<file path="config.mk">
export PLATFORM = sky130hd
export DESIGN_NAME = crps_front
export DESIGN_NICKNAME = d
export VERILOG_FILES = /design/src/crps_pkg.sv /design/src/crps_front.sv
export SDC_FILE = /design/constraint.sdc
export NUM_CORES = 1
export LEC_CHECK = 0
export BUFFER_PORTS_ARGS = -buffer_cell sky130_fd_sc_hd__buf_2
export CORE_AREA = 2 2 333 335
export DETAILED_ROUTE_END_ITERATION = 12
export DIE_AREA = 0 0 335 337
export GPL_ROUTABILITY_DRIVEN = 0
export PLACE_DENSITY = 0.4
export RECOVER_POWER = 50
export SLEW_MARGIN = 20
export SYNTH_ARGS = -nofsm -noshare
export SYNTH_HDL_FRONTEND = slang
export SYNTH_SLANG_ARGS = --single-unit
</file>
<file path="constraint.sdc">
create_clock -name clk -period 7.3 [get_ports clk]
set_input_delay 1.825 -clock clk [delete_from_list [all_inputs] [get_ports clk]]
set_output_delay 1.825 -clock clk [all_outputs]
set_load 0.05 [all_outputs]
</file>
<file path="src/crps_pkg.sv">
package crps_pkg;

    localparam int COORD_W = 32;

    // Most jobs a single waypoint can produce: two segments and the final point.
    localparam int MAX_JOBS = 3;

    // Job queue between the front and back ends. The depth must be a power of two.
    localparam int JQ_DEPTH = 4;
    localparam int JQ_PTR_W = 2;
    localparam int JQ_CNT_W = 3;

    // Result queue at the output. The depth must be a power of two.
    localparam int OUT_DEPTH = 8;
    localparam int OUT_PTR_W = 3;
    localparam int OUT_CNT_W = 4;

    typedef logic signed [COORD_W-1:0] coord_t;

    typedef struct packed {
        coord_t x;
        coord_t y;
    } pt_t;

    // A direct job emits p1 once. Any other job is a segment of Catmull-Rom points.
    typedef struct packed {
        logic direct;
        logic eop;
        pt_t  p0;
        pt_t  p1;
        pt_t  p2;
        pt_t  p3;
    } job_t;

    typedef struct packed {
        logic [1:0]                count;
        job_t [MAX_JOBS-1:0]       jobs;
    } job_wr_t;

    typedef struct packed {
        coord_t x;
        coord_t y;
        logic   eop;
    } res_t;

    function automatic job_t make_point(input pt_t p, input logic eop);
        job_t j;
        j        = '0;
        j.direct = 1'b1;
        j.eop    = eop;
        j.p1     = p;
        return j;
    endfunction

    function automatic job_t make_segment(input pt_t a, input pt_t b, input pt_t c,
                                          input pt_t d);
        job_t j;
        j.direct = 1'b0;
        j.eop    = 1'b0;
        j.p0     = a;
        j.p1     = b;
        j.p2     = c;
        j.p3     = d;
        return j;
    endfunction

endpackage

</file>
<file path="src/crps_front.sv">
module crps_front #(
    parameter int DECIMATION_STRIDE = 3
) (
    input  logic                          clk,
    input  logic                          rst_n,
    input  logic                          push,
    output logic                          full,
    input  logic signed [31:0]            point_x,
    input  logic signed [31:0]            point_y,
    input  logic                          final_point,
    input  logic [crps_pkg::JQ_CNT_W-1:0] free,
    output crps_pkg::job_wr_t             wr
);

    localparam int PH_W = (DECIMATION_STRIDE > 1) ? $clog2(DECIMATION_STRIDE) : 1;

    crps_pkg::pt_t   win_reg [3];
    crps_pkg::pt_t   win_next [3];
    crps_pkg::pt_t   win_p [3];
    crps_pkg::pt_t   early_reg [3];
    logic [PH_W-1:0] phase_reg, phase_next;
    logic [2:0]      raw_reg, raw_next;
    logic [1:0]      ctl_reg, ctl_next;

    crps_pkg::pt_t   p;
    crps_pkg::job_t  job_a, job_b;
    logic            accept;
    logic            push_ctl;
    logic            seg_a, seg_b;
    logic [1:0]      ctl_p;
    logic [1:0]      n;

    assign full   = free < crps_pkg::JQ_CNT_W'(crps_pkg::MAX_JOBS);
    assign accept = push && !full;
    assign p      = {point_x, point_y};

    // On the last waypoint a repeat of the newest control is not kept again, unless it falls on the stride.
    always_comb
    begin
        if (final_point)
        begin
            push_ctl = (phase_reg == '0) || (ctl_reg == 2'd0) || (p != win_reg[2]);
        end
        else
        begin
            push_ctl = (phase_reg == '0);
        end
        win_p[0] = push_ctl ? win_reg[1] : win_reg[0];
        win_p[1] = push_ctl ? win_reg[2] : win_reg[1];
        win_p[2] = push_ctl ? p          : win_reg[2];
        ctl_p    = (push_ctl && ctl_reg != 2'd3) ? ctl_reg + 2'd1 : ctl_reg;
        seg_a    = push_ctl && (ctl_reg >= 2'd2);
        seg_b    = ctl_p >= 2'd2;
        job_a    = crps_pkg::make_segment((ctl_reg == 2'd3) ? win_reg[0] : win_reg[1],
                                          win_reg[1], win_reg[2], p);
        job_b    = crps_pkg::make_segment((ctl_p == 2'd3) ? win_p[0] : win_p[1],
                                          win_p[1], win_p[2], win_p[2]);
    end

    always_comb
    begin
        win_next   = win_reg;
        phase_next = phase_reg;
        raw_next   = raw_reg;
        ctl_next   = ctl_reg;
        wr         = '0;
        n          = 2'd0;
        if (accept)
        begin
            if (!final_point)
            begin
                if (raw_reg != 3'd4)
                begin
                    raw_next = raw_reg + 3'd1;
                end
                win_next = win_p;
                ctl_next = ctl_p;
                if (phase_reg == PH_W'(DECIMATION_STRIDE - 1))
                begin
                    phase_next = '0;
                end
                else
                begin
                    phase_next = phase_reg + PH_W'(1);
                end
                wr.jobs[0] = job_a;
                wr.count   = {1'b0, seg_a};
            end
            else
            begin
                if (raw_reg < 3'd3)
                begin
                    // Short path: the stored waypoints go out unchanged.
                    wr.jobs[0] = (raw_reg == 3'd0) ? crps_pkg::make_point(p, 1'b1)
                                                   : crps_pkg::make_point(early_reg[0], 1'b0);
                    wr.jobs[1] = (raw_reg == 3'd1) ? crps_pkg::make_point(p, 1'b1)
                                                   : crps_pkg::make_point(early_reg[1], 1'b0);
                    wr.jobs[2] = crps_pkg::make_point(p, 1'b1);
                    wr.count   = raw_reg[1:0] + 2'd1;
                end
                else
                begin
                    if (seg_a)
                    begin
                        wr.jobs[n] = job_a;
                        n          = n + 2'd1;
                    end
                    if (seg_b)
                    begin
                        wr.jobs[n] = job_b;
                        n          = n + 2'd1;
                    end
                    wr.jobs[n] = crps_pkg::make_point(p, 1'b1);
                    wr.count   = n + 2'd1;
                end
                win_next[0] = '0;
                win_next[1] = '0;
                win_next[2] = '0;
                phase_next  = '0;
                raw_next    = 3'd0;
                ctl_next    = 2'd0;
            end
        end
    end

    always_ff @(posedge clk or negedge rst_n)
    begin
        if (!rst_n)
        begin
            win_reg[0] <= '0;
            win_reg[1] <= '0;
            win_reg[2] <= '0;
            phase_reg  <= '0;
            raw_reg    <= 3'd0;
            ctl_reg    <= 2'd0;
        end
        else
        begin
            win_reg   <= win_next;
            phase_reg <= phase_next;
            raw_reg   <= raw_next;
            ctl_reg   <= ctl_next;
        end
    end

    always_ff @(posedge clk)
    begin
        if (accept && !final_point && raw_reg < 3'd3)
        begin
            early_reg[raw_reg[1:0]] <= p;
        end
    end

endmodule

</file>
# Word-level counts from Yosys, hierarchy flattened
# Memories as Yosys holds them, arrays and structs flattened.
# Index checks and enable logic that the tools add are counted.
# totals
regBits	199
ramBits	192
input_bits	71
word_cells	91
mem_count	1
# op_classes
n_addsub	6
n_lt_le_gt_ge	8
n_eq_ne	7
mux	44
reduce_logical	16
# memory_table
memory	depth	width	read_ports	rd_ports_with_merged_regs	write_ports	line_no	source
early_reg	3	64	2	0	1	crps_front.sv:20	crps_pkg::pt_t early_reg [3];
# op_table
operator	count
$mux 774	4
$mux 776	2
$bwmux 774	2
$mux 258	6
$demux 258 s2	2
$mux 516	1
$mux 257	2
$mux 64	5
$mux 256	1
$mux 192	1
$ne 64x64->1	1
$mux 2	12
$add 2x1->2 const B	5
$logic_and 1x1->1	7
$eq 2x2->1 const B	3
$lt 2x3->1 const B	2
$lt 3x2->1 const B	2
$mux 3	2
$ge 2x1->1 const B	2
$ge 2x2->1 const B	2
$logic_not 2->1	2
$mux 1	4
$add 3x1->3 const B	1
$eq 3x1->1 const B	1
other kinds (7)	9

# Depth between registers and ports, before layout
# logic_depth
depth_word	22
depth_mapped	16
depth_no_buf	14

# Worst setup path before layout
# Ideal clock, no wire load.
# synth_timing
path_type	input to output
startpoint	input port point_x[1]
endpoint	output port wr[183] (netlist bit)
arrival_time_ns	5.347
setup_slack_ns	0.128
stages	12
path_buffers	3
cell_sequence	buf_2 -> nor2b_1 -> a2111oi_0 -> nand4_1 -> nor4_2 -> a21oi_2 -> a21oi_1 -> ha_1 -> clkbuf_1 -> clkbuf_1 -> a221oi_1 -> o31ai_1
# synth_rtl
item	line_no	source
start, declared	crps_front.sv:8	input logic signed [31:0] point_x,
end, declared	crps_front.sv:12	output crps_pkg::job_wr_t wr

==> reports/qor.csv <==
metric,value,unit
outcome,finished with violations,
failing_checks,"capacitance limit, slew limit",
floorplan.io_pins,848,
critical_path.endpoint_type,primary output,
route.detailed.drc,0,
hold-path-endpoint,win_reg[138]$_DFFE_PN0P_,
timing_max_transition_violations_final,78,
whs_path_depth,2,
arrival,5380,ps
synth.distinct_cells,52,
post_layout_nonfiller_instances,4858,
die_w,335,µm
worst_slack,91.10,ps
initial_antenna_violation_count,5,
insertion_delay_of_the_later_clocked_pin_in_the_worst_skew_pair,610,ps
synth-edff-count,128,
grt_start_max_net_pins,163,
critical_path_peak_fanout,6,
crit_required,5480,ps
grt_setup_unrepaired,true,
period_share,98.75,%
postSynthAreaPerCell,8.479,µm²
number_of_global_route_vias_before_repair,23648,
fmaxAchievable,138.7,MHz
detailedPlace.worstSlack,-805.5,ps
timing.slew.headroom,-242.6,%
dieArea,112900,µm²
regToRegEndpoint,early_reg[0][44]$_DFFE_PP_,
total_congestion_overflow_after_global_routing,0,
final.setup.tns,0,ps
cts.clk_slew.worst_paths,60,ps
first_iter_violations,2125,
setup-violations-final,0,
cts.htree.levels,2,
finish.net_count,3471,
highest_layer,met5,
worst_hold_path_type,register to register,
fp-row-count,122,
hold_start,win_reg[138]$_DFFE_PN0P_,
fin_hold_ws,523.5,ps
cts-root-buf,sky130_fd_sc_hd__clkbuf_16,
dominantRegCellSynth,sky130_fd_sc_hd__dfrtp_1,
ir_worst_vdd,439.5,µV
setup.reg_to_reg.worst_slack,4250,ps
synthCells,2916,
cts_hold_buffers,0,
number_of_clock_buffers_inserted_by_tritoncts,46,
p_leak,14.61,nW
worst_r2r_startpoint,raw_reg[2]$_DFFE_PN0P_,
fp.dieH,337,µm
floorplan.core_area,109600,µm²
drt-pass1-iter-count,5,
max_slew.worst_pin.slew,5139,ps
synthArstFlopShare,60.86,%
detailroute.via_count,25308,
clock_tree_from_tritoncts,built,
grt_first_pass_wirelength,196100,µm
hold_viol_final,0,
worst-r2r-cell-count,3,
cp-start-kind,input pin,
setup.worst_path.class,input pin to primary output,
power.total,10.91,mW
ys.warnings.count,0,
clk_path_buf_depth,3,
route.met2.wl,67620,µm
detailed_route_vias_per_instance,5.210,
flow.area_growth_from_synthesis,35.17,%
final_antenna_violating_net_count,0,
layout_min_cycle_time,7209,ps
dp_hpwl,95370,µm
gr-usage-all-layers,24.09,%
drv_cap,1,
dr_wl_met3,9968,µm
yosysSeqAreaShare,35.69,%
fillerInstances,11589,
ys_seq_elements,327,
avgRoutedWirePerCell,29.51,µm
placed_cells,4759,
post_synthesis_cell_area,24720,µm²
initial_utilization,22.56,%
fin_skew,17.38,ps
layout-drive-gt1-share,26.57,%
powerDensity,326.4,nW/µm²
wl,143400,µm
clock-sinks,327,
buffer_ports.inserted,655,
launching_instance_or_port_of_the_critical_path,point_x[8],
route.layer.met1.wl,63170,µm
layout by cell type, fill, tap and decap left out, types with 64 or more instances in the layout:
master	n
sky130_fd_sc_hd__o221ai_1	64
sky130_fd_sc_hd__conb_1	192
sky130_fd_sc_hd__o21a_1	64
sky130_fd_sc_hd__a22o_1	223
sky130_fd_sc_hd__buf_4	155
sky130_fd_sc_hd__buf_2	375
sky130_fd_sc_hd__and3_1	65
sky130_fd_sc_hd__o21ai_0	165
sky130_fd_sc_hd__nor2b_1	70
sky130_fd_sc_hd__a22oi_1	161
sky130_fd_sc_hd__nor2_1	74
sky130_fd_sc_hd__a221o_1	69
sky130_fd_sc_hd__and2_1	187
sky130_fd_sc_hd__edfxtp_1	128
sky130_fd_sc_hd__nand2_1	296
sky130_fd_sc_hd__dfrtp_1	199
sky130_fd_sc_hd__clkbuf_1	120
sky130_fd_sc_hd__a21oi_1	200
sky130_fd_sc_hd__buf_12	194
critical path, cell delays in order:
cell                      delay (ps)
sky130_fd_sc_hd__buf_2           150
sky130_fd_sc_hd__xor2_1          280
sky130_fd_sc_hd__nor4_1          450
sky130_fd_sc_hd__nand3_1         190
sky130_fd_sc_hd__nor4_4          290
sky130_fd_sc_hd__a21oi_2         130
sky130_fd_sc_hd__a21oi_1         170
sky130_fd_sc_hd__a21oi_1          70
sky130_fd_sc_hd__buf_4           170
sky130_fd_sc_hd__ha_4            160
sky130_fd_sc_hd__nor2_4          150
sky130_fd_sc_hd__nand3_2         130
sky130_fd_sc_hd__mux2i_4         220
sky130_fd_sc_hd__a22o_4          240
sky130_fd_sc_hd__buf_4           140
sky130_fd_sc_hd__buf_12          140
sky130_fd_sc_hd__a221o_1         270
sky130_fd_sc_hd__buf_12          170
cell type report:
cell class              count  area, µm²  area share [%]
multi-input cells        2111      13440           40.22
flip-flops and latches    327       8823           26.40
repair buffers            889       7883           23.59
well taps                1426       1784           5.339
clock buffers              67       1250           3.740
clock inverters            18      168.9          0.5054
inverters                  17      63.81          0.1909
diodes                      3      7.507         0.02246
cells by family (layout without fill, tap and decap cells):
group | count (synthesis) | count (layout) | share of synthesized area (%)
AOI/OAI and AO/OA | 1098 | 1098 | 32.18
muxes | 2 | 2 | 0.08097
buffers and inverters | 669 | 991 | 14.49
xor gates and xnor gates | 49 | 49 | 1.736
other | 1 | 195 | 0.01517
adders and majority gates | 8 | 8 | 0.4049
and+or+nand+nor | 762 | 762 | 15.40
DFF | 327 | 327 | 35.69
synth_stat cells, types with 2 or more instances:
cell,n,area share [%]
sky130_fd_sc_hd__buf_1,39,0.59
sky130_fd_sc_hd__nor3_1,6,0.12
sky130_fd_sc_hd__nand4_1,4,0.10
sky130_fd_sc_hd__o21ai_0,165,3.3
sky130_fd_sc_hd__buf_4,259,7.9
sky130_fd_sc_hd__buf_2,37,0.75
sky130_fd_sc_hd__xor2_1,46,1.6
sky130_fd_sc_hd__o221ai_1,64,2.3
sky130_fd_sc_hd__o31ai_1,61,1.9
sky130_fd_sc_hd__and3_1,70,1.8
sky130_fd_sc_hd__or2_2,2,0.051
sky130_fd_sc_hd__inv_2,2,0.030
sky130_fd_sc_hd__a221oi_1,62,2.2
sky130_fd_sc_hd__o21a_1,65,2.0
sky130_fd_sc_hd__inv_1,14,0.21
sky130_fd_sc_hd__nor2b_1,71,1.8
sky130_fd_sc_hd__buf_6,7,0.32
sky130_fd_sc_hd__ha_1,8,0.40
sky130_fd_sc_hd__clkbuf_1,310,4.7
sky130_fd_sc_hd__a21oi_1,202,4.1
sky130_fd_sc_hd__nor4_1,11,0.28
sky130_fd_sc_hd__nand2b_1,15,0.38
sky130_fd_sc_hd__o22ai_1,5,0.13
sky130_fd_sc_hd__o21ai_1,2,0.040
sky130_fd_sc_hd__nor4_2,2,0.10
sky130_fd_sc_hd__nand3_1,3,0.061
sky130_fd_sc_hd__dfrtp_1,199,20
sky130_fd_sc_hd__nor2_1,87,1.3
sky130_fd_sc_hd__nand2_1,299,4.5
sky130_fd_sc_hd__a21o_1,4,0.12
sky130_fd_sc_hd__a221o_1,70,2.8
sky130_fd_sc_hd__xnor2_1,3,0.11
sky130_fd_sc_hd__edfxtp_1,128,16
sky130_fd_sc_hd__a22oi_1,161,4.9
sky130_fd_sc_hd__mux2i_1,2,0.081
sky130_fd_sc_hd__o2111a_1,4,0.18
sky130_fd_sc_hd__a22o_1,225,8.0
sky130_fd_sc_hd__and2_1,188,4.8
per-layer routing:
metal / track usage (%) / vias to the layer above
li1: - / 11161
met1: 33.27 / 12858
met2: 39.40 / 1158
met3: 4.285 / 127
met4: 4.551 / 4
met5: 0 / -
report_power, final:
group	internal, mW	leakage [nW]	switching (mW)	total, mW
clock	1.26	0.684	0.964	2.23
sequential	2.25	3.83	0.685	2.93
combinational	1.82	10.1	3.93	5.75
total	5.33	14.6	5.58	10.9
stage by stage:
step	util, %	instance area (µm²)
final	30.49	33420
after global routing	30.49	33420
after CTS	30.31	33220
after detailed placement	28.94	31720
after global placement	28.94	31710
after floorplan	-	25440
what timing repair did:
item / CTS / global route
buffers inserted: 0 / 7
endpoints found under the setup margin: 582 / 373
pin swaps: 2 / 13
resized for setup: 20 / 113
gates cloned: 0 / 3
endpoints found under the hold margin: 0 / 0
how the worst max path moves through the flow:
| stage | end | slack, ps | depth (start not counted) |
|---|---|---|---|
| after CTS | wr[414] | 2 | 18 |
| after floorplan | wr[183] | 130 | 12 |
| after global placement | wr[204] | -960 | 17 |
| after global routing | wr[237] | -30 | 19 |
| after detailed placement | wr[206] | -810 | 17 |
| final | wr[237] | 90 | 18 |
Note: power is estimated with default switching activity, not from simulation.
