<file path="src/crps_pkg.sv">
package crps_pkg;

    localparam int COORD_W = 32;

    // Most jobs a single waypoint can produce: two segments and the final point.
    localparam int MAX_JOBS = 3;

    // Job queue between the front and back ends. The depth must be a power of two.
    localparam int JQ_DEPTH = 4;
    localparam int JQ_PTR_W = 2;
    localparam int JQ_CNT_W = 3;

    // Result queue at the output. The depth must be a power of two.
    localparam int OUT_DEPTH = 8;
    localparam int OUT_PTR_W = 3;
    localparam int OUT_CNT_W = 4;

    typedef logic signed [COORD_W-1:0] coord_t;

    typedef struct packed {
        coord_t x;
        coord_t y;
    } pt_t;

    // A direct job emits p1 once. Any other job is a segment of Catmull-Rom points.
    typedef struct packed {
        logic direct;
        logic eop;
        pt_t  p0;
        pt_t  p1;
        pt_t  p2;
        pt_t  p3;
    } job_t;

    typedef struct packed {
        logic [1:0]                count;
        job_t [MAX_JOBS-1:0]       jobs;
    } job_wr_t;

    typedef struct packed {
        coord_t x;
        coord_t y;
        logic   eop;
    } res_t;

    function automatic job_t make_point(input pt_t p, input logic eop);
        job_t j;
        j        = '0;
        j.direct = 1'b1;
        j.eop    = eop;
        j.p1     = p;
        return j;
    endfunction

    function automatic job_t make_segment(input pt_t a, input pt_t b, input pt_t c,
                                          input pt_t d);
        job_t j;
        j.direct = 1'b0;
        j.eop    = 1'b0;
        j.p0     = a;
        j.p1     = b;
        j.p2     = c;
        j.p3     = d;
        return j;
    endfunction

endpackage

</file>
<file path="src/crps_outq.sv">
module crps_outq (
    input  logic                           clk,
    input  logic                           rst_n,
    input  logic                           wr_en,
    input  crps_pkg::res_t                 wr_data,
    output logic [crps_pkg::OUT_CNT_W-1:0] count,
    output logic                           empty,
    input  logic                           pop,
    output crps_pkg::res_t                 rd_data
);

    crps_pkg::res_t                 mem_reg [crps_pkg::OUT_DEPTH];
    logic [crps_pkg::OUT_PTR_W-1:0] wr_ptr_reg, rd_ptr_reg;
    logic [crps_pkg::OUT_CNT_W-1:0] cnt_reg, cnt_next;
    logic                           rd_en;

    assign rd_en   = pop && !empty;
    assign empty   = cnt_reg == '0;
    assign count   = cnt_reg;
    assign rd_data = mem_reg[rd_ptr_reg];

    always_comb
    begin
        cnt_next = cnt_reg + crps_pkg::OUT_CNT_W'(wr_en) - crps_pkg::OUT_CNT_W'(rd_en);
    end

    always_ff @(posedge clk or negedge rst_n)
    begin
        if (!rst_n)
        begin
            wr_ptr_reg <= '0;
            rd_ptr_reg <= '0;
            cnt_reg    <= '0;
        end
        else
        begin
            wr_ptr_reg <= wr_ptr_reg + crps_pkg::OUT_PTR_W'(wr_en);
            rd_ptr_reg <= rd_ptr_reg + crps_pkg::OUT_PTR_W'(rd_en);
            cnt_reg    <= cnt_next;
        end
    end

    always_ff @(posedge clk)
    begin
        if (wr_en)
        begin
            mem_reg[wr_ptr_reg] <= wr_data;
        end
    end

endmodule

</file>
<file path="config.mk">
export PLATFORM = sky130hd
export DESIGN_NAME = crps_outq
export DESIGN_NICKNAME = d
export VERILOG_FILES = /design/src/crps_pkg.sv /design/src/crps_outq.sv
export SDC_FILE = /design/constraint.sdc
export NUM_CORES = 1
export LEC_CHECK = 0
export ABC_AREA = 1
export BUFFER_PORTS_ARGS = -buffer_cell sky130_fd_sc_hd__buf_2
export CORE_MARGIN = 2
export CORE_UTILIZATION = 60
export CTS_BUF_LIST = sky130_fd_sc_hd__clkbuf_8 sky130_fd_sc_hd__clkbuf_16
export CTS_CLUSTER_SIZE = 25
export DETAILED_ROUTE_END_ITERATION = 6
export GPL_TIMING_DRIVEN = 0
export PLACE_DENSITY = 0.79
export REMOVE_ABC_BUFFERS = 1
export SLEW_MARGIN = 20
export SYNTH_ARGS = -nofsm -noshare
export SYNTH_HDL_FRONTEND = slang
export SYNTH_SLANG_ARGS = --single-unit
export TNS_END_PERCENT = 30
</file>
<file path="constraint.sdc">
create_clock -name clk -period 5.1 [get_ports clk]
set_clock_uncertainty 0.1 [all_clocks]
set_input_delay 0 -clock clk [delete_from_list [all_inputs] [get_ports clk]]
set_output_delay 0 -clock clk [all_outputs]
set_load 0.01 [all_outputs]
</file>
======== Word level (Yosys, flattened, before mapping) ========
Memories as Yosys holds them, arrays and structs flattened.
Cells that the tools add are included.
storage, ports and cells
  input bits .............................. 69
  memories kept ........................... 1
  word-level logic and storage cells ...... 13
  bits in writable memories ............... 520
  flip-flop bits (word level) ............. 10
  output and inout bits ................... 70
memories
  memory   words  bits a word  read ports  clocked after Yosys merged registers in  wr ports  RTL line         source
  mem_reg  8      65           1           0                                        1         crps_outq.sv:12  crps_pkg::res_t mem_reg [crps_pkg::OUT_DEPTH];
cells by class
  $add $sub $neg .......................... 4
  muxes and demuxes ....................... 2
  reduce and logical (&&, ||, !) cells .... 3
operator list
  cell                       number
  adder 3 x 1 -> 3 bit       2
  adder 4 x 1 -> 4 bit       1
  zero test 4 bit            1
  subtractor 4 x 1 -> 4 bit  1
  two-way mux 1 bit          2
  logical AND 1 bit          1
  zero test 1 bit            1

======== Logic depth before layout (Yosys ltp) ========
Gate-level depths: netlist of run 1.
  depth after elaboration ................. 4
  depth in mapped cells ................... 11

======== Worst setup path after synthesis of run 1 ========
Ideal clock, no wire load.
  path type ............................... reg2reg
  from .................................... reg wr_ptr_reg[2] (netlist bit)
  to ...................................... mem mem_reg[0][0] (netlist bit) (enable)
  required time ........................... 4.511 ns
  setup slack ............................. 1.260 ns
  setup time .............................. 0.489 ns
  cell stages (with the launch flop) ...... 4
  data arrival time ....................... 3.251 ns
  period minus slack after synthesis ...... 3.840 ns
  cells stage by stage .................... dfrtp_1 inv_2 nand2_1 nor2_1
RTL lines
  item                      RTL line         source
  start: declaration        crps_outq.sv:13  logic [crps_pkg::OUT_PTR_W-1:0] wr_ptr_reg, rd_ptr_reg;
  start signal: assignment  crps_outq.sv:37  wr_ptr_reg <= wr_ptr_reg + crps_pkg::OUT_PTR_W'(wr_en);
  end: declaration          crps_outq.sv:12
No word-level cell before the write port.

==> results of run 1 <==
## cells in the mapped netlist (4+ instances only)
cell type,instances,share of area
nand2_1,823,0.13
edfxtp_1,520,0.66
inv_1,364,0.058
nand3_1,238,0.051
inv_2,169,0.027
buf_2,65,0.014
nand2_4,23,0.011
nand3_2,23,0.0098
dfrtp_1,10,0.011
nor2_1,10,0.0016
clkbuf_1,9,0.0014
ha_1,9,0.0048
buf_4,8,0.0026
nand2_2,7,0.0019
buf_1,5,0.00080
buf_8,5,0.0032
buf_12,4,0.0034
buf_6,4,0.0019
## metal layers
metal | global-route usage | share of wire
met5 | 0 | 0
met4 | 0.0948 | 0.027
met3 | 0.0397 | 0.077
met2 | 0.437 | 0.50
met1 | 0.326 | 0.39
## final cells by class
type,instances,share of cell area
clock buffers,58,0.0505
flip-flops and latches,530,0.575
repair buffers,247,0.0866
clock inverters,30,0.00630
diodes,2,0.000181
well taps,518,0.0235
multi-input cells,1139,0.184
inverters,536,0.0739
## cells by family after synthesis
kind of cell | after synthesis | synth area share
DFF | 530 | 0.674
and+or+nand+nor | 1124 | 0.206
xor gates and xnor gates | 4 | 0.00149
adders and majority gates | 10 | 0.00563
AOI/OAI and AO/OA | 1 | 0.000212
buffers and inverters | 636 | 0.113
## final timing paths
check                               from              to  slack [ps]  depth (start not counted)
setup / recovery           rd_ptr_reg[0]     rd_data[29]        1820                          9
hold / removal               wr_data[52]  mem_reg[1][52]         130                          2
setup reg to reg                count[2]        count[0]        2850                          9
hold reg to reg            wr_ptr_reg[0]   wr_ptr_reg[0]         440                          1
max in group asynchronous          rst_n   rd_ptr_reg[0]        4160                          3
min in group asynchronous          rst_n   rd_ptr_reg[1]         360                          3
## timing repair
action	in CTS	in global routing
buffers inserted	0	0
endpoints found under the hold margin	538	0
hold buffers	70	0
## power by group
group          total [mW]  switching [mW]  internal, mW
combinational        5.80            3.83          1.97
clock                3.54            1.51          2.03
sequential           5.80           0.320          5.48
total                15.1            5.66          9.48
## worst max-delay path, stage by stage, from the launching register on
cell	delay (ps)
dfrtp_4	610
buf_16	270
inv_16	350
buf_16	630
nand2_1	130
nand3_1	130
nand2_1	80
nand2_1	60
nand2_1	80
buf_2	150
## through the flow
stage,instance area [um^2],hold slack (ps)
6_report,27600,127
5_1_grt,27600,138
4_1_cts,27600,108
3_5_place_dp,25300,-221
3_3_place_gp,24200,-234
2_1_floorplan,22900,-396
==> flow_metrics.tcl, run 1 <==
set metrics [dict create \
    outcome "finished clean" \
    grt_pass1_vias 15800 \
    fin_util 0.714 \
    drt_pass1_iterations 5 \
    cts.htree.levels 2 \
    placementRows 72 \
    clock_latency_ps 570 \
    setup_viol 0 \
    ios 139 \
    seq_area_mm2 0.0159 \
    area_growth_pct 17.3 \
    hold_viol 0 \
    fmax_mhz 305 \
    maxCapViolCount 0 \
    ys_seq_area_frac 0.674 \
    drc_errors 0 \
    cts_inserted_buffers 51 \
    die-area_mm2 0.0408 \
    leakagePower_nw 12.7 \
    pre_cts_slack_ps 2440 \
    initial_utilization 0.609 \
    synth_top_flop_cell "edfxtp_1" \
    grt_max_degree 175 \
    final_antenna_net_count 0 \
    yosys.cell_types.count 25 \
    path_max_fanout 174 \
    syn_avg_cell_area_um2 10.2 \
    finalSetupTns_ps 0 \
    drtIter0Drc 1159 \
    rsz0062_at_grt "no" \
    final_cell_mix "nand2_1 (823), edfxtp_1 (520), inv_1 (375)" \
    setup_slack_ps 1820 \
    worstSetupPathType "register to output port" \
    die_h_um 202 \
    p_total_mw 15.1 \
    worst-endpoint-arrival_ps 3180 \
    num_vias 15800 \
    tightest_slew_ps 795 \
    crit_required_ps 5000 \
    cts_tree "yes" \
    power_density_mw_per_mm2 549 \
    fillers 2493 \
    io_buffers 138 \
    fin_crit_sh 0.643 \
    clockBufferDepth 3 \
    synth_seq_cells 530 \
    worst_setup_path_start_kind "register" \
    vias_per_cell 5.16 \
    stdcell_count 3060 \
    mostFrequentLayoutCell "nand2_1" \
    vdd_drop_max_mv 0.571 \
    hold_path.class "primary input to register" \
    core_area_mm2 0.0386 \
    crit_path_end_kind "output port" \
    relSlewSlack 0.469 \
    slew_viol_final 0 \
    synth-edff-count 520 \
    largest_reg_flops 520 \
    cts.clk_slew.worst_paths_ps 70 \
    syn_inst 2305 \
    multi_input_area_mm2 0.00508 \
    drive_gt1_frac 0.188 \
    grt_pass1_wl_um 80100 \
    dieWidth_um 202 \
    cts-resized-gates 0 \
    wl_per_cell_um 16.8 \
    gp_congestion 0.722 \
    overflow 0 \
    async_flop_share 0.0189 \
    yosysWarnings 0 \
    syn_area_mm2 0.0235 \
    wl_um 51400 \
    cts_sinks 530 \
    min_period_ps 3280 \
    cts_root_buffer "clkbuf_16" \
    dpl.hpwl_um 29900 \
    nNetsFinal 2584 \
    place_inst 2900 \
    grt_use_total 0.253 \
    antenna_found_initial 1 \
]
(Power assumes the default switching activity.)
==> run 2: changes to the inputs <==
--- a/config.mk
+++ b/config.mk
@@ -5,15 +5,15 @@
 export SDC_FILE = /design/constraint.sdc
 export NUM_CORES = 1
 export LEC_CHECK = 0
-export ABC_AREA = 1
+export ABC_AREA = 0
 export BUFFER_PORTS_ARGS = -buffer_cell sky130_fd_sc_hd__buf_2
 export CORE_MARGIN = 2
-export CORE_UTILIZATION = 60
+export CORE_UTILIZATION = 54
 export CTS_BUF_LIST = sky130_fd_sc_hd__clkbuf_8 sky130_fd_sc_hd__clkbuf_16
 export CTS_CLUSTER_SIZE = 25
 export DETAILED_ROUTE_END_ITERATION = 6
 export GPL_TIMING_DRIVEN = 0
-export PLACE_DENSITY = 0.79
+export PLACE_DENSITY = 0.75
 export REMOVE_ABC_BUFFERS = 1
 export SLEW_MARGIN = 20
 export SYNTH_ARGS = -nofsm -noshare
==> constraint.sdc (replaced) <==
create_clock -name clk -period 3 [get_ports clk]
set_clock_uncertainty 0.1 [all_clocks]
set_input_delay 0 -clock clk [delete_from_list [all_inputs] [get_ports clk]]
set_output_delay 0 -clock clk [all_outputs]
set_load 0.01 [all_outputs]
==> flow_metrics.tcl, run 2 <==
set metrics [dict create \
    placementRows 70 \
    cts_inserted_buffers 51 \
    cts_sinks 530 \
    synth_most_common_cell "edfxtp_1" \
    final_area_mm2 0.0242 \
    async_flop_share 0.0189 \
    final_antenna_net_count 0 \
    worstSetupPathType "register to output port" \
    worst-endpoint-arrival_ps 2720 \
    largest_reg_flops 520 \
    ios 139 \
    min_period_ps 2820 \
    crit_path_end_kind "output port" \
    wl_per_cell_um 24.5 \
    wl_um 38600 \
    leakagePower_nw 8.12 \
    synth-edff-count 520 \
    yosysWarnings 0 \
    num_vias 9094 \
    max_stage_delay_ps 670 \
    synth.cells.most_frequent "edfxtp_1 (520), mux4_2 (130), mux2_2 (65)" \
    place_area_mm2 0.0220 \
    dieWidth_um 197 \
    rsz0062_at_grt "no" \
    area_growth_pct 20.8 \
    diodes 0 \
    grt_pass1_vias 9692 \
    drt_pass1_iterations 5 \
    drive_gt1_frac 0.416 \
    clockBufferDepth 3 \
    dpl.hpwl_um 22700 \
    drtIter0Drc 755 \
    grt_use_total 0.206 \
    fillers 2337 \
    synthTopCellsByArea "edfxtp_1 (78%), mux4_2 (15%), mux2_2 (3.7%)" \
    yosysTopAreaCell "edfxtp_1" \
    grt_pass1_wl_um 58600 \
    tightest_slew_ps 821 \
    relSlewSlack 0.449 \
    setup_viol 0 \
    die_h_um 197 \
    overflow 0 \
    slew_viol_final 0 \
    r2r_cells 6 \
    cts_root_buffer "clkbuf_16" \
    power_frac_clock 0.254 \
    gp_congestion 0.653 \
    intPower_mw 16.3 \
    syn_avg_cell_area_um2 25.0 \
    syn_inst 801 \
    io_buffers 138 \
    final_cell_mix "edfxtp_1 (520), buf_2 (138), mux4_2 (130)" \
    maxCapViolCount 0 \
    vdd_drop_max_mv 0.680 \
    yosys.cell_types.count 21 \
    grt_max_degree 49 \
    die-area_mm2 0.0387 \
    nNetsFinal 1152 \
    synth_top_flop_cell "edfxtp_1" \
    ys_seq_area_frac 0.792 \
    power_density_mw_per_mm2 938 \
    crit_top_cell "buf_16" \
    place_inst 1416 \
    power_switching_mw 6.46 \
    path_max_fanout 48 \
    fin_crit_sh 0.939 \
    hold_path_depth 2 \
    cts.htree.levels 2 \
    synth_seq_cells 530 \
    hold_viol 0 \
    clock_latency_ps 560 \
    outcome "finished clean" \
    hold_path.class "primary input to register" \
    vias_per_cell 5.77 \
    swShare 0.284 \
    core_area_mm2 0.0366 \
    path_cells "buf_16 -> buf_16 -> mux4_2 -> mux2_2 -> buf_2" \
    cts_tree "yes" \
    mostFrequentLayoutCell "edfxtp_1" \
    stdcell_count 1576 \
    synth_top_area_share 0.779 \
    finalSetupTns_ps 0 \
    crit_required_ps 2900 \
    whs_ps 136 \
    setup_slack_ps 182 \
    seq_power_share 0.429 \
    fmax_mhz 355 \
    pre_cts_slack_ps 251 \
    combPwrFrac 0.317 \
    cts.clk_slew.worst_paths_ps 60 \
    syn_area_mm2 0.0200 \
    cp_slowest_cell "dfrtp_4" \
    drc_errors 0 \
    worst_setup_path_start_kind "register" \
    antenna_found_initial 1 \
    initial_utilization 0.547 \
]
## run 2: timing repair
action	in CTS	in global routing
resized for setup	0	0
hold buffers	69	0
endpoints found under the setup margin	44	0
endpoints found under the hold margin	539	0
buffers inserted	3	0
## run 2: critical path: cells and delay by family (launching register included)
kind | cells | cell delay [ps]
buffers and inverters | 3 | 750
DFF | 1 | 670
muxes | 2 | 670
## run 2: cell type report
class,count,area (um^2),share of cell area
multi-input combinational,226,3970,0.164
sequential,530,15900,0.656
clock inverter,35,180,0.00744
inverter,8,30.0,0.00124
clock buffer,53,1330,0.0548
timing repair buffer,256,2250,0.0931
tap,468,586,0.0242
## run 2: logic make-up after synthesis
group | Yosys count | share of synthesized area
XOR/XNOR | 4 | 0.00175
buffers and inverters | 45 | 0.0133
multiplexers | 195 | 0.183
AND/OR/NAND/NOR | 15 | 0.00356
flip-flops | 530 | 0.792
AO/OA/AOI/OAI | 2 | 0.000624
adder cells (fa/ha/maj) | 10 | 0.00662
## run 2: stage by stage
step	total power, mW	util
after floorplan	14.1	-
after global placement	15.2	0.576
after detailed placement	17.1	0.600
after CTS	23.0	0.662
after global routing	23.7	0.662
final	22.7	0.662
## run 2: path summary, 6_finish.rpt
kind,startpoint,endpoint,slack (ps)
setup / recovery,rd_ptr_reg[2],rd_data[22],180
hold / removal,wr_data[40],mem_reg[1][40],140
setup reg to reg,wr_ptr_reg[2],mem_reg[0][20],300
hold reg to reg,wr_ptr_reg[2],wr_ptr_reg[2],400
max in group asynchronous,rst_n,rd_ptr_reg[0],2060
min in group asynchronous,rst_n,rd_ptr_reg[2],360
## run 2: metal layers
| metal | share of wire | routed length (um) | global-route usage | vias to the layer above |
|---|---|---|---|---|
| met5 | 0.00021 | 8 | 0 | - |
| met4 | 0.019 | 714 | 0.0543 | 2 |
| met3 | 0.045 | 1750 | 0.0351 | 55 |
| met2 | 0.50 | 19400 | 0.340 | 219 |
| met1 | 0.43 | 16800 | 0.291 | 4850 |
| li1 | - | - | - | 3968 |
## run 2: power by group through the flow
stage          Clock, mW  Combinational (mW)  Sequential (mW)
2_1_floorplan          0                3.78             10.3
3_3_place_gp           0                4.63             10.6
3_5_place_dp           0                6.98             10.1
4_1_cts             5.89                7.38             9.76
5_1_grt             6.17                7.73             9.84
6_report            5.77                7.20             9.75
